$ cat config.mk
export PLATFORM = sky130hd
export DESIGN_NAME = wall_follow_error_guard
export DESIGN_NICKNAME = d
export VERILOG_FILES = /design/src/rtl/wfeg_pkg.sv /design/src/rtl/wall_follow_error_guard.sv
export SDC_FILE = /design/constraint.sdc
export NUM_CORES = 1
export LEC_CHECK = 0
export ABC_AREA = 0
export BUFFER_PORTS_ARGS = -buffer_cell sky130_fd_sc_hd__buf_2
export CAP_MARGIN = 10
export CORE_MARGIN = 3
export CORE_UTILIZATION = 30
export DETAILED_ROUTE_END_ITERATION = 6
export PLACE_DENSITY = 0.56
export SYNTH_ARGS = -nofsm -noshare
export SYNTH_HDL_FRONTEND = slang
export SYNTH_SLANG_ARGS = --single-unit
$ cat constraint.sdc
create_clock -name clock -period 9.74 [get_ports clock]
set_clock_uncertainty 0.1 [all_clocks]
set_input_delay 0.487 -clock clock [delete_from_list [all_inputs] [get_ports clock]]
set_output_delay 0.487 -clock clock [all_outputs]
set_load 0.03 [all_outputs]
$ cat src/rtl/wfeg_pkg.sv
// ----------------------------------------------------------------------------
// wfeg_pkg
// Shared types and constants for the wall follow error guard.
// ----------------------------------------------------------------------------
package wfeg_pkg;

   // configuration port
   localparam int CSR_IDX_W  = 3;
   localparam int CSR_DATA_W = 16;

   typedef enum logic [CSR_IDX_W-1:0] {
      CSR_LEFT_THRESHOLD   = 3'd0,
      CSR_RIGHT_THRESHOLD  = 3'd1,
      CSR_LEFT_REFERENCE   = 3'd2,
      CSR_RIGHT_REFERENCE  = 3'd3,
      CSR_LEFT_FALL_LIMIT  = 3'd4,
      CSR_RIGHT_FALL_LIMIT = 3'd5,
      CSR_GAIN             = 3'd6
   } csr_index_type;

   // per side fall counter
   localparam int                COUNT_W          = 8;
   localparam logic [COUNT_W-1:0] COUNT_MAX        = 8'hFF;
   localparam logic [COUNT_W-1:0] FALL_LIMIT_RESET = 8'd3;

   // raised threshold offset while the guard holds
   localparam int GUARD_RAISE = 1000;

   localparam int GAIN_W = 16;

   // correction field
   localparam int                      CORR_W   = 29;
   localparam logic signed [CORR_W-1:0] CORR_MAX = {1'b0, {(CORR_W-1){1'b1}}};
   localparam logic signed [CORR_W-1:0] CORR_MIN = {1'b1, {(CORR_W-1){1'b0}}};

   // result beat layout
   localparam int RSP_TDATA_W = 32;
   localparam int RSP_TUSER_W = 4;

   typedef enum logic [1:0] {
      WALL_BOTH       = 2'd0,
      WALL_NONE       = 2'd1,
      WALL_RIGHT_ONLY = 2'd2,
      WALL_LEFT_ONLY  = 2'd3
   } wall_case_type;

endpackage

$ cat src/rtl/wall_follow_error_guard.sv
// ----------------------------------------------------------------------------
// wall_follow_error_guard
// Side-wall following error with anti-suction guard, times a Q4.12 gain.
// ----------------------------------------------------------------------------
// Takes one beat of left/right wall samples per cycle while the output side
// does not stall and returns one result beat per input beat, in order. Each
// beat passes through the stage-one register and then the output register.
// The first stage updates the per-side history (previous sample, fall count,
// guard) and forms the wall error; the second stage does the single signed
// multiply by the gain and saturates to 29 bits. The recurrence on the side
// history sets the rate of one beat per clock. Registers may be written only
// while no beat is in flight.
module wall_follow_error_guard
   import wfeg_pkg::*;
#(
   parameter int SAMPLE_BITS = 12
) (
   input  logic                         clock,
   input  logic                         reset,
   // csr write port
   input  logic                         csr_we,
   input  logic [CSR_IDX_W-1:0]         csr_index,
   input  logic [CSR_DATA_W-1:0]        csr_wdata,
   // sample beats
   input  logic                         req_tvalid,
   output logic                         req_tready,
   // left_sample, right_sample
   input  logic [((2*SAMPLE_BITS+7)/8)*8-1:0] req_tdata,
   // result beats
   output logic                         rsp_tvalid,
   input  logic                         rsp_tready,
   // correction
   output logic [RSP_TDATA_W-1:0]       rsp_tdata,
   // wall_case, left_guard_on, right_guard_on
   output logic [RSP_TUSER_W-1:0]       rsp_tuser
);

   localparam int SB    = SAMPLE_BITS;
   localparam int EFF_W = ((SB > 10) ? SB : 10) + 1;
   localparam int ERR_W = SB + 2;
   localparam int PRD_W = ERR_W + GAIN_W;
   localparam int EXT_W = (PRD_W > CORR_W) ? PRD_W : CORR_W;

   // configuration registers
   logic [SB-1:0]             thr_ff     [2];
   logic [SB-1:0]             refr_ff    [2];
   logic [COUNT_W-1:0]        lim_ff     [2];
   logic signed [GAIN_W-1:0]  gain_ff;

   // side history
   logic [SB-1:0]             prev_ff    [2];
   logic [SB-1:0]             prev_in    [2];
   logic [COUNT_W-1:0]        count_ff   [2];
   logic [COUNT_W-1:0]        count_in   [2];
   logic                      guard_ff   [2];
   logic                      guard_in   [2];

   logic [SB-1:0]             samp       [2];
   logic                      seen       [2];
   logic [EFF_W-1:0]          eff        [2];
   logic signed [ERR_W-1:0]   dl, dr;

   // stage one
   logic                      s1_valid_ff, s1_valid_in;
   logic signed [ERR_W-1:0]   s1_err_ff, s1_err_in;
   wall_case_type             s1_case_ff, s1_case_in;
   logic [1:0]                s1_guard_ff;

   // output stage
   logic                      out_valid_ff, out_valid_in;
   logic signed [CORR_W-1:0]  out_corr_ff, out_corr_in;
   wall_case_type             out_case_ff;
   logic [1:0]                out_guard_ff;

   logic                      advance, req_fire;
   logic signed [PRD_W-1:0]   product;
   logic signed [EXT_W-1:0]   product_ext;

   assign advance    = !out_valid_ff || rsp_tready;
   assign req_tready = !s1_valid_ff || advance;
   assign req_fire   = req_tvalid && req_tready;

   assign samp[0] = req_tdata[SB-1:0];
   assign samp[1] = req_tdata[2*SB-1:SB];

   // per side history update
   always_comb begin
      for (int i = 0; i < 2; i++) begin
         count_in[i] = count_ff[i];
         guard_in[i] = guard_ff[i];
         prev_in[i]  = samp[i];
         if (samp[i] <= prev_ff[i]) begin
            if (count_ff[i] != COUNT_MAX) begin
               count_in[i] = count_ff[i] + 1'b1;
            end
         end else if (samp[i] > thr_ff[i]) begin
            count_in[i] = '0;
            guard_in[i] = 1'b0;
         end
         if (count_in[i] > lim_ff[i]) begin
            guard_in[i] = 1'b1;
         end
         // raised threshold never wraps
         eff[i]  = guard_in[i] ? (EFF_W'(refr_ff[i]) + EFF_W'(GUARD_RAISE))
                               : EFF_W'(thr_ff[i]);
         seen[i] = EFF_W'(samp[i]) > eff[i];
      end
   end

   assign dl = signed'(ERR_W'(samp[0])) - signed'(ERR_W'(refr_ff[0]));
   assign dr = signed'(ERR_W'(samp[1])) - signed'(ERR_W'(refr_ff[1]));

   always_comb begin
      if (seen[0] && seen[1]) begin
         s1_err_in  = dl - dr;
         s1_case_in = WALL_BOTH;
      end else if (!seen[0] && !seen[1]) begin
         s1_err_in  = '0;
         s1_case_in = WALL_NONE;
      end else if (seen[1]) begin
         s1_err_in  = -(dr <<< 1);
         s1_case_in = WALL_RIGHT_ONLY;
      end else begin
         s1_err_in  = dl <<< 1;
         s1_case_in = WALL_LEFT_ONLY;
      end
   end

   assign s1_valid_in = (!s1_valid_ff || advance) ? req_fire : 1'b1;

   // multiply and saturate
   assign product     = s1_err_ff * gain_ff;
   assign product_ext = EXT_W'(product);

   always_comb begin
      if (product_ext > EXT_W'(CORR_MAX)) begin
         out_corr_in = CORR_MAX;
      end else if (product_ext < EXT_W'(CORR_MIN)) begin
         out_corr_in = CORR_MIN;
      end else begin
         out_corr_in = product_ext[CORR_W-1:0];
      end
   end

   assign out_valid_in = advance ? s1_valid_ff : out_valid_ff;

   // configuration writes
   always_ff @(posedge clock) begin
      if (reset) begin
         thr_ff[0]  <= '0;
         thr_ff[1]  <= '0;
         refr_ff[0] <= '0;
         refr_ff[1] <= '0;
         lim_ff[0]  <= FALL_LIMIT_RESET;
         lim_ff[1]  <= FALL_LIMIT_RESET;
         gain_ff    <= '0;
      end else if (csr_we) begin
         case (csr_index)
            CSR_LEFT_THRESHOLD:   thr_ff[0]  <= csr_wdata[SB-1:0];
            CSR_RIGHT_THRESHOLD:  thr_ff[1]  <= csr_wdata[SB-1:0];
            CSR_LEFT_REFERENCE:   refr_ff[0] <= csr_wdata[SB-1:0];
            CSR_RIGHT_REFERENCE:  refr_ff[1] <= csr_wdata[SB-1:0];
            CSR_LEFT_FALL_LIMIT:  lim_ff[0]  <= csr_wdata[COUNT_W-1:0];
            CSR_RIGHT_FALL_LIMIT: lim_ff[1]  <= csr_wdata[COUNT_W-1:0];
            CSR_GAIN:             gain_ff    <= signed'(csr_wdata[GAIN_W-1:0]);
            default: ;
         endcase
      end
   end

   // side history and valids
   always_ff @(posedge clock) begin
      if (reset) begin
         for (int i = 0; i < 2; i++) begin
            prev_ff[i]  <= '0;
            count_ff[i] <= '0;
            guard_ff[i] <= 1'b0;
         end
         s1_valid_ff  <= 1'b0;
         out_valid_ff <= 1'b0;
      end else begin
         if (req_fire) begin
            for (int i = 0; i < 2; i++) begin
               prev_ff[i]  <= prev_in[i];
               count_ff[i] <= count_in[i];
               guard_ff[i] <= guard_in[i];
            end
         end
         s1_valid_ff  <= s1_valid_in;
         out_valid_ff <= out_valid_in;
      end
   end

   // payload registers
   always_ff @(posedge clock) begin
      if (req_fire) begin
         s1_err_ff   <= s1_err_in;
         s1_case_ff  <= s1_case_in;
         s1_guard_ff <= {guard_in[1], guard_in[0]};
      end
      if (advance && s1_valid_ff) begin
         out_corr_ff  <= out_corr_in;
         out_case_ff  <= s1_case_ff;
         out_guard_ff <= s1_guard_ff;
      end
   end

   assign rsp_tvalid = out_valid_ff;
   assign rsp_tdata  = RSP_TDATA_W'(unsigned'(out_corr_ff));
   assign rsp_tuser  = {out_guard_ff, out_case_ff};

endmodule

# Word-level counts from Yosys, hierarchy flattened
# Memories as Yosys holds them, arrays and structs flattened.
# Cells that the tools add are included.
# totals
elab_cells	130
ff_bits	69
out_inout_bits	38
n_memories	6
mem_bits_rw	106
in_bits	48
# memory_table
name	words	word_bits	rd	rd_ports_with_merged_regs	write_ports	line_no	source
prev_ff	2	12	2	0	2	wall_follow_error_guard.sv:51	logic [SB-1:0] prev_ff [2];
refr_ff	2	12	2	0	2	wall_follow_error_guard.sv:46	logic [SB-1:0] refr_ff [2];
thr_ff	2	12	2	0	2	wall_follow_error_guard.sv:45	logic [SB-1:0] thr_ff [2];
count_ff	2	8	2	0	2	wall_follow_error_guard.sv:53	logic [COUNT_W-1:0] count_ff [2];
lim_ff	2	8	2	0	2	wall_follow_error_guard.sv:47	logic [COUNT_W-1:0] lim_ff [2];
guard_ff	2	1	2	0	2	wall_follow_error_guard.sv:55	logic guard_ff [2];
# op_classes
n_addsub	8
multipliers	1
order_cmp	10
bitwise_logic	12
n_eq_ne	8
mux	62
reduce_logical	13
# op_table
cell	count
8-bit two-way mux	10
12-bit two-way mux	6
14-bit two-way mux	3
1-bit two-way mux	40
30-bit by 29-bit > comparator with 1-bit output, second input constant	1
30-bit by 29-bit less-than comparator with 1-bit output, second input constant	1
14-bit by 16-bit multiplier with 30-bit output	1
29-bit two-way mux	1
12-bit by 10-bit adder with 13-bit output, second input constant	2
12-bit by 13-bit > comparator with 1-bit output	2
13-bit two-way mux	2
12-bit by 12-bit subtractor with 13-bit output	2
12-bit > comparator	2
12-bit less-or-equal comparator	2
8-bit by 1-bit adder with 8-bit output, second input constant	2
8-bit > comparator	2
8-bit != test, second input constant	2
14-bit negator	1
13-bit by 13-bit subtractor with 14-bit output	1
1-bit OR	12
3-bit equality test, second input constant	3
3-bit by 2-bit equality test with 1-bit output, second input constant	2
1-bit logical AND	4
1-bit logical NOT	4
5 further kinds	6

# Longest topological paths before layout
# Gate-level depths: netlist of the first run.
# An unclocked memory read counts as a cell.
# logic_depth
word_depth	12
ltp_mapped	36
depth_no_buf	35

# Worst setup path after synthesis of the first run
# No wires, ideal clock.
# synth_path
path_kind	input-to-reg
start	input req_tdata[18]
end	register s1_err_ff[2], data pin
t_required_ns	9.369
path_stages	32
n_path_buf	5
path_slack_ns	3.168
setup_ns	0.271
t_arrival_ns	6.201
path_cell_list	ha_1 > a41oi_1 > o21ai_1 > a221o_1 > o22a_2 > nor2b_1 > clkbuf_1 > nand4_1 > mux2i_1 > ha_1 > a21o_1 > a21oi_1 > a21oi_1 > a211oi_1 > a31oi_1 > a21oi_2 > clkbuf_1 > a21oi_1 > ha_1 > nor2b_1 > o21a_1 > o21ai_0 > a211o_1 > o211ai_1 > o211ai_4 > buf_6 > inv_1 > ha_1 > clkbuf_1 > or2_2 > buf_1 > o22ai_1
# synth_lines
element	line_no	source
start, declared	wall_follow_error_guard.sv:28	input logic [((2*SAMPLE_BITS+7)/8)*8-1:0] req_tdata,
end signal, assigned	wall_follow_error_guard.sv:197	s1_err_ff <= s1_err_in;
end, declared	wall_follow_error_guard.sv:65	logic signed [ERR_W-1:0] s1_err_ff, s1_err_in;

# Worst setup path after layout of the first run
# layout_path
start	register s1_err_ff[13]
end	register out_corr_ff[6], data pin
# layout_between
elab_chain_cells	3
word_cells_on_any_way	4
cone_classes	mul: 1; order compare: 2; mux: 1
# layout_lines
element	line_no	source
14-bit by 16-bit multiplier with 30-bit output (*)	wall_follow_error_guard.sv:132	assign product = s1_err_ff * gain_ff;
30-bit by 29-bit less-than comparator with 1-bit output	wall_follow_error_guard.sv:138	end else if (product_ext < EXT_W'(CORR_MIN)) begin
29-bit two-way mux	wall_follow_error_guard.sv:138	
end signal, assigned	wall_follow_error_guard.sv:202	out_corr_ff <= out_corr_in;
end, declared	wall_follow_error_guard.sv:71	logic signed [CORR_W-1:0] out_corr_ff, out_corr_in;
# Mark *: on every way between the ends. The rest lies on a longest branch, timed or not.
# A chain may end at the register's enable or synchronous reset.

==> results of run 1 <==
-- flip-flops by register name, summed over array words and instances, names as in the netlist --
| signal | flops |
|---|---|
| s1_case_ff | 2 |
| s1_err_ff | 14 |
| s1_valid_ff | 1 |
| rsp_tvalid | 1 |
| refr_ff | 24 |
| prev_ff | 24 |
| out_guard_ff | 2 |
| out_case_ff | 2 |
| count_ff | 16 |
| guard_ff | 2 |
| lim_ff | 16 |
| thr_ff | 24 |
| gain_ff | 16 |
| out_corr_ff | 29 |
| s1_guard_ff | 2 |
-- cell usage in the layout, fill, tap and decap left out, types with 13 or more instances in the layout --
cell type	synthesis	final
inv_1	387	387
fa_1	222	222
ha_1	203	203
and2_1	187	187
nand2_1	162	162
edfxtp_1	157	157
a21oi_1	99	99
buf_2	5	82
nor2_1	74	74
xnor2_1	54	54
o21ai_0	51	51
nor3_1	30	30
nand3_1	29	29
mux2i_1	28	28
xor2_1	26	26
a21o_1	23	23
nand4_1	23	23
nor2b_1	24	23
o21a_1	19	19
nand2b_1	20	19
dfxtp_1	18	18
clkbuf_16	0	17
o211ai_1	13	13
and3_1	13	13
o21ai_1	13	13
-- metal layers --
layer  wire length (um)  part of all wire, %  vias up  GRT usage, %
li1                   -                    -     6883             -
met1              22800                   47     6978          19.1
met2              22800                   47      332          23.8
met3               2300                  4.7       66          2.34
met4                977                  2.0        0          4.24
met5                  0                    0        -             0
-- cell type report --
class                           count  area share [%]
Antenna cell                        1          0.0114
Tap cell                          855            4.89
Sequential cell                   175            23.2
Clock inverter                     15           0.926
Timing Repair Buffer               85            1.98
Multi-Input combinational cell   1448            60.4
Inverter                          388            6.66
Clock buffer                       17            1.94
-- worst paths after layout --
path,startpoint,end,slack (ns)
worst max-delay path,s1_err_ff[13],out_corr_ff[6],2.18
worst min-delay path,req_tvalid,s1_valid_ff,0.14
worst max register to register,s1_err_ff[13],out_corr_ff[6],2.18
worst min register to register,s1_case_ff[0],out_case_ff[0],0.36
-- worst max-delay path, delay by kind of cell (launching register included) --
kind,cells,cell delay (ns)
AO/OA/AOI/OAI,8,1.74
adder cells (fa/ha/maj),7,3.53
buffers and inverters,3,0.54
flip-flops,1,0.45
AND/OR/NAND/NOR,2,0.89
-- kinds of logic after synthesis --
kind of cell / after synthesis
AND/OR/NAND/NOR: 599
buffers and inverters: 446
adder cells (fa/ha/maj): 427
flip-flops: 175
XOR/XNOR: 82
AO/OA/AOI/OAI: 306
other: 1
multiplexers: 31
-- where the power goes --
part / internal, mW / switching, mW / leakage, nW
Clock: 0.355 / 0.367 / 0.300
Sequential: 0.994 / 0.138 / 1.72
Combinational: 0.661 / 1.03 / 8.01
-- stage by stage --
step	worst slack, ns	instance area [um2]	util, %	hold slack [ns]
finish	2.18	21900	33.6	0.144
global route	1.57	21900	33.6	0.153
global placement	2.41	21200	32.6	0.365
floorplan	3.17	20000	-	0.300
CTS	2.16	21900	33.6	0.106
detailed placement	2.15	21200	32.6	0.360
==> impl_metrics.csv, run 1 <==
group,metric,value,unit
yosys,synth_cell_types,79,
global_route,grt_pass1_wl,79600,um
die,die_w,264,um
detailed_routing,drt-pass1-iter-count,5,
yosys,synth_top_cell_area_share,23.6,%
global_route,grt.total_usage,14.3,%
clock_network,clk_latency,0.48,ns
die,dieArea,69700,um2
die,io_pins,86,
clock_network,cts_resized,0,
power_and_ir_drop,total_power,3.55,mW
placement,port_buffers,82,
yosys,synth_seq_area_share,25.4,%
clock_network,holdBufCountCts,0,
clock_network,cts_root_buf,"clkbuf_16",
detailed_routing,drc,0,
detailed_routing,wirelength,48800,um
yosys,synth-simple-area-share,15.7,%
yosys,synth_top_area_cell,"edfxtp_1",
detailed_routing,post_drt_wl_per_cell,16.4,um
global_route,antenna_found_initial,1,
yosys,synth-compound-area-share,10.1,%
setup_path,endpoint_kind,"register",
yosys,synth_most_common_cell,"inv_1",
min_path,worstHoldPathCells,3,
yosys,ys_ff_latch,175,
timing,rsz0062_at_grt,"no",
global_route,grt_pass1_vias,15000,
timing,slew_violations,0,
layout,fin_nets,2588,
setup_path,startpoint_type,"register",
timing,slew_headroom,25.3,%
timing,worst_slew_pin_slew,1.12,ns
timing,finalSetupViolCount,0,
layout,final_cells,2984,
placement,gp_congestion,0.907,
timing,fin_crit_sh,77.6,%
timing,hold_viol,0,
placement,dpl.cell_count,2951,
yosys,synth_area_leaders,"edfxtp_1, fa_1, ha_1, inv_1, and2_1",
yosys,synth_ff_type,"edfxtp_1",
setup_path,crit_fanout,26,
yosys,synth_edf_count,157,
yosys,synthAdderAreaFrac,35.1,%
power_and_ir_drop,power_per_cell_area,162,nW/um2
detailed_routing,drt_iter0_drc,823,
layout,area_growth,9.55,%
layout,fill_cells,6659,
die,initial_core_util,30.6,%
yosys,synth_common_cells,"inv_1, fa_1, ha_1",
yosys,yosysWarningCount,0,
yosys,synthCells,2067,
global_route,gr-total-overflow,0,
layout,seqCellArea,5070,um2
clock_network,cts.sinks,175,
clock_network,cts_max_level,4,
power_and_ir_drop,p_leak,10.0,nW
setup_path,crit_slowest_cell,"nor2_2",
yosys,synth_area,20000,um2
layout,drive_gt1_share,7.33,%
yosys,synth-xor-area-share,3.67,%
detailed_routing,vias,14300,
timing,tns,0,ns
die,rows,93,
clock_network,clk_path_buf_depth,2,
timing,fmax,132,MHz
setup_path,critPathKind,"register to register",
yosys,synth.avg_cell_area,9.66,um2
min_path,hp-class,"input port to register",
clock_network,post_cts_buffers,0,
yosys,async_reset_ff_share,0,%
timing,min_period,7.56,ns
die,die_y,264,um
setup_path,path_common_cell,"fa_1",
die,coreArea,65200,um2
power_and_ir_drop,peakVddDrop,0.145,mV
setup_path,worstPathArrival,7.63,ns
yosys,synthMuxAreaShare,1.57,%
setup_path,worstPathCellList,"inv_1 > nor2_1 > fa_1 > fa_1 > fa_1 > fa_1 > fa_1 > inv_1 > fa_1 > inv_1 > ha_1 > a211oi_1 > o21ai_0 > a31oi_1 > o21ai_1 > a41oi_2 > o31a_1 > o2111ai_2 > nor2_2 > o21ai_0",
setup_path,required,9.81,ns
clock_network,numCtsBuffers,17,
setup_path,cpPeakStageDelay,0.75,ns
detailed_routing,vias_per_cell,4.78,
clock_network,clk_pin_slew,0.09,ns
global_route,grt_max_degree,43,
clock_network,cts_tree,"yes",
placement,place_hpwl,40400,um
setup_path,reg2regPathDepth,20,
detailed_routing,drtAntennaViolNets,0,
job,cap_violations,0,
yosys,synth_top_family_by_area,"adder cells",
layout,multi_input_area,13200,um2
outcome,status,"complete, no violations",
(Power assumes the default switching activity.)
==> inputs of run 2 (changes only) <==
clock period = 7.7 ns   (was 9.74 ns; I/O delays follow)
==> impl_metrics.csv, run 2 (synthesis results as in run 1) <==
group,metric,value,unit
outcome,status,"complete, no violations",
layout,layout_commonest_cell,"inv_1",
global_route,grt_max_degree,43,
min_path,hold_end,"s1_valid_ff",
clock_network,cts_tree,"yes",
clock_network,cts.sinks,175,
layout,final_cell_area,21900,um2
setup_path,r2r_setup_slack,0.55,ns
clock_network,clk_path_buf_depth,2,
clock_network,cts_max_level,4,
global_route,grt_use_met3,2.04,%
timing,fmax,140,MHz
detailed_routing,drc,0,
die,dieArea,69700,um2
min_path,hp-class,"input port to register",
global_route,grt_pass1_wl,81100,um
setup_path,r2r-start,"s1_err_ff[13]",
layout,final_cell_mix,"inv_1, fa_1, ha_1",
layout,regMostFlops,"out_corr_ff",
clock_network,holdBufCountCts,0,
timing,min_period,7.15,ns
setup_path,required,7.79,ns
die,die_w,264,um
global_route,grt_pass1_vias,14900,
detailed_routing,post_drt_wl_per_cell,16.4,um
die,coreArea,65200,um2
power_and_ir_drop,power_per_cell_area,205,nW/um2
layout,fin_nets,2598,
layout,area_growth,9.78,%
detailed_routing,wirelength,49200,um
placement,place_hpwl,40500,um
timing,hold_viol,0,
global_route,gr-total-overflow,0,
timing,slew_headroom,24.6,%
detailed_routing,vias_per_cell,4.77,
layout,largest_reg_flops,29,
clock_network,clk_latency,0.46,ns
die,initial_core_util,30.6,%
setup_path,crit_fanout,26,
setup_path,endpoint_kind,"register",
clock_network,clk_pin_slew,0.08,ns
die,rows,93,
detailed_routing,drtAntennaViolNets,0,
setup_path,worstPathArrival,7.24,ns
timing,worst_slew_pin_slew,1.13,ns
clock_network,cts_root_buf,"clkbuf_16",
die,io_pins,86,
detailed_routing,vias,14300,
timing,fin_crit_sh,92.9,%
detailed_routing,drt_iter0_drc,809,
global_route,grt.total_usage,14.4,%
detailed_routing,drt-pass1-iter-count,5,
setup_path,startpoint_type,"register",
timing,tns,0,ns
timing,finalSetupViolCount,0,
global_route,antenna_found_initial,1,
global_route,met1_usage,19.8,%
global_route,gr-usage-met2,24.2,%
setup_path,critPathKind,"register to register",
setup_path,reg2regPathDepth,21,
layout,num_antenna_cells,0,
job,cap_violations,0,
setup_path,reg2reg_to,"out_corr_ff[23]",
clock_network,numCtsBuffers,17,
min_path,min-delay-start,"req_tvalid",
layout,drive_gt1_share,7.81,%
power_and_ir_drop,peakVddDrop,0.159,mV
min_path,worstHoldPathCells,3,
die,die_y,264,um
timing,slew_violations,0,
placement,gp_congestion,0.891,
timing,rsz0062_at_grt,"no",
placement,port_buffers,82,
placement,placed_area,21300,um2
global_route,grt-busiest-layer,"met2",
power_and_ir_drop,p_leak,10.1,nW
run 2: what timing repair did:
item / 4_1_cts / 5_1_grt
endpoints found under the hold margin: 0 / 0
endpoints found under the setup margin: 0 / 26
setup buffers: 0 / 5
resized for setup: 0 / 1
run 2: worst max-delay path by stage:
stage,startpoint,end,slack (ns),cells after the start
3_5_place_dp,s1_err_ff[2],out_corr_ff[23],0.43,21
4_1_cts,s1_err_ff[2],out_corr_ff[23],0.43,21
6_report,s1_err_ff[13],out_corr_ff[23],0.55,21
2_1_floorplan,gain_ff[15],out_corr_ff[15],1.16,22
5_1_grt,s1_err_ff[13],out_corr_ff[7],0.13,21
3_3_place_gp,s1_err_ff[13],out_corr_ff[6],0.63,21
run 2: worst max-delay path, cell delays in order, from the launching register on:
cell and delay (ns):
edfxtp_1 0.51, inv_1 0.49, nor2_1 0.14, fa_1 0.54
fa_1 0.52, fa_1 0.51, fa_1 0.52, fa_1 0.54
inv_1 0.05, fa_1 0.52, inv_1 0.04, ha_1 0.35
a211oi_1 0.28, o21ai_0 0.13, a31oi_1 0.15, o21ai_1 0.16
a41oi_2 0.38, o31a_1 0.21, o2111ai_2 0.17, nor2_2 0.15
buf_4 0.25, o21ai_0 0.14
run 2: routing by layer:
layer	vias up	share of wire, %
li1	6891	-
met1	7011	47
met2	331	47
met3	43	4.5
met4	0	1.3
met5	-	0
run 2: where the power goes:
part	switching [mW]	total [mW]	internal, mW
logic	1.32	2.18	0.863
clock network	0.420	0.882	0.462
registers	0.170	1.43	1.26
run 2: area by class of cell:
class | instances | area, um2
clock buffer | 17 | 425
clock inverter | 15 | 173
fill | 6673 | 43200
inverter | 388 | 1460
multi-input combinational | 1448 | 13200
sequential | 175 | 5070
tap | 855 | 1070
timing repair buffer | 95 | 508
run 2: through the flow:
stage          hold slack (ns)  setup WS [ns]  util (%)  instances  power, mW
4_1_cts                 0.0276          0.428      33.6       2988       4.51
5_1_grt                 0.0400          0.130      33.6       2993       4.89
2_1_floorplan            0.300           1.16         -       2069       3.07
6_report                0.0555          0.550      33.6       2993       4.49
3_3_place_gp             0.335          0.629      32.7       2956       3.59
3_5_place_dp             0.327          0.433      32.7       2956       3.62
==> inputs of run 3 (changes only) <==
clock period = 6.9 ns   (was 7.7 ns; I/O delays follow)
==> impl_metrics.csv, run 3 (synthesis results as in run 1) <==
group,metric,value,unit
placement,place_ws,0.152,ns
die,io_pins,86,
layout,fin_nets,2647,
global_route,grt_pass1_wl,79800,um
timing,hold_viol,0,
detailed_routing,vias_per_cell,4.75,
timing,whs,0.0573,ns
layout,largest_reg_flops,29,
layout,drive_gt1_share,10.7,%
timing,fin_crit_sh,95.2,%
timing,rsz0062_at_grt,"no",
clock_network,clk_latency,0.49,ns
detailed_routing,post_drt_wl_per_cell,16.0,um
clock_network,clk_path_buf_depth,2,
clock_network,cts_max_level,4,
timing,finalSetupViolCount,0,
outcome,status,"complete, no violations",
die,initial_core_util,30.6,%
clock_network,numCtsBuffers,17,
detailed_routing,drc,0,
placement,gp_congestion,0.904,
setup_path,cp-startpoint,"s1_err_ff[3]",
detailed_routing,drtAntennaViolNets,0,
detailed_routing,wirelength,48600,um
power_and_ir_drop,peakVddDrop,0.191,mV
clock_network,cts_root_buf,"clkbuf_16",
global_route,grt_max_degree,43,
layout,num_antenna_cells,0,
setup_path,reg2regPathDepth,23,
setup_path,r2r_setup_slack,0.33,ns
die,die_w,264,um
layout,layout_commonest_cell,"inv_1",
power_and_ir_drop,power_per_cell_area,229,nW/um2
placement,place_hpwl,40600,um
timing,fmax,152,MHz
setup_path,reg2reg_to,"out_corr_ff[11]",
timing,min_period,6.57,ns
layout,multi_input_area,13300,um2
job,cap_violations,0,
clock_network,cts.sinks,175,
layout,regMostFlops,"out_corr_ff",
layout,fill_cells,6673,
die,coreArea,65200,um2
setup_path,endpoint_kind,"register",
global_route,grt_pass1_vias,15200,
layout,final_cell_mix,"inv_1, fa_1, ha_1",
die,dieArea,69700,um2
global_route,grt.total_usage,14.3,%
global_route,gr-total-overflow,0,
power_and_ir_drop,p_leak,10.3,nW
placement,port_buffers,82,
layout,area_growth,12.0,%
min_path,hp-class,"input port to register",
setup_path,crit_path_end,"out_corr_ff[11]",
layout,seqCellArea,5090,um2
die,die_y,264,um
timing,slew_violations,0,
global_route,antenna_found_initial,0,
timing,worst_slew_pin_slew,1.12,ns
detailed_routing,drt-pass1-iter-count,5,
timing,slew_headroom,25.1,%
die,rows,93,
setup_path,startpoint_type,"register",
clock_network,cts_tree,"yes",
clock_network,clk_pin_slew,0.07,ns
timing,tns,0,ns
detailed_routing,drt_iter0_drc,832,
setup_path,crit_fanout,26,
timing,setup_ws,0.332,ns
detailed_routing,vias,14400,
setup_path,worstPathArrival,6.69,ns
setup_path,required,7.02,ns
setup_path,r2r-start,"s1_err_ff[3]",
setup_path,critPathKind,"register to register",
==> run 3: critical path: stages (launching register included) <==
cell	delay, ns
edfxtp_1	0.50
buf_4	0.20
and2_1	0.16
fa_1	0.49
inv_1	0.05
fa_1	0.51
inv_1	0.05
fa_1	0.51
fa_1	0.44
fa_1	0.54
inv_1	0.05
fa_1	0.52
inv_1	0.04
ha_1	0.36
a211oi_2	0.23
o21ai_0	0.11
a31oi_1	0.18
o21ai_2	0.10
a41oi_2	0.30
o31a_1	0.20
o2111ai_2	0.16
nor2_2	0.20
buf_12	0.17
o21ai_0	0.10
==> run 3: layout make-up <==
class	count	share of cell area (%)
clock buffer	18	1.92
clock inverter	13	0.582
inverter	388	6.51
multi-input combinational	1448	59.4
sequential	175	22.7
tap	855	4.78
timing repair buffer	144	4.11
==> run 3: worst min path at each step <==
stage                         from               to  cells past startpoint
CTS                  csr_wdata[13]      gain_ff[13]                      3
floorplan            s1_case_ff[0]   out_case_ff[0]                      0
global route         csr_wdata[12]      gain_ff[12]                      3
detailed placement  s1_guard_ff[0]  out_guard_ff[0]                      0
finish               csr_wdata[13]      gain_ff[13]                      3
global placement    s1_guard_ff[0]  out_guard_ff[0]                      0
==> run 3: what timing repair did <==
item | in CTS | in global routing
buffers inserted | 0 | 22
hold buffers | 2 | 0
hold endpoints to repair | 2 | 0
resized for setup | 0 | 24
setup endpoints to repair | 0 | 39
==> run 3: power breakdown <==
group	internal [mW]	switching, mW	total, mW
combinational	1.09	1.58	2.67
clock	0.502	0.450	0.952
sequential	1.40	0.104	1.51
==> run 3: per-layer routing <==
metal  track usage [%]  part of all wire, %  vias up
li1                  -                    -     7005
met1              18.5                   45     7107
met2              24.3                   48      263
met3              2.93                  4.4       66
met4              4.27                  2.1        0
met5                 0                    0        -
==> run 3: through the flow <==
stage,area (um2),utilization (%),instances,power [mW]
CTS,22100,33.9,3019,5.09
detailed placement,21500,33.1,2986,4.12
finish,22400,34.3,3041,5.12
global placement,21500,33.1,2986,4.06
global route,22400,34.3,3041,5.56
floorplan,20000,-,2069,3.43
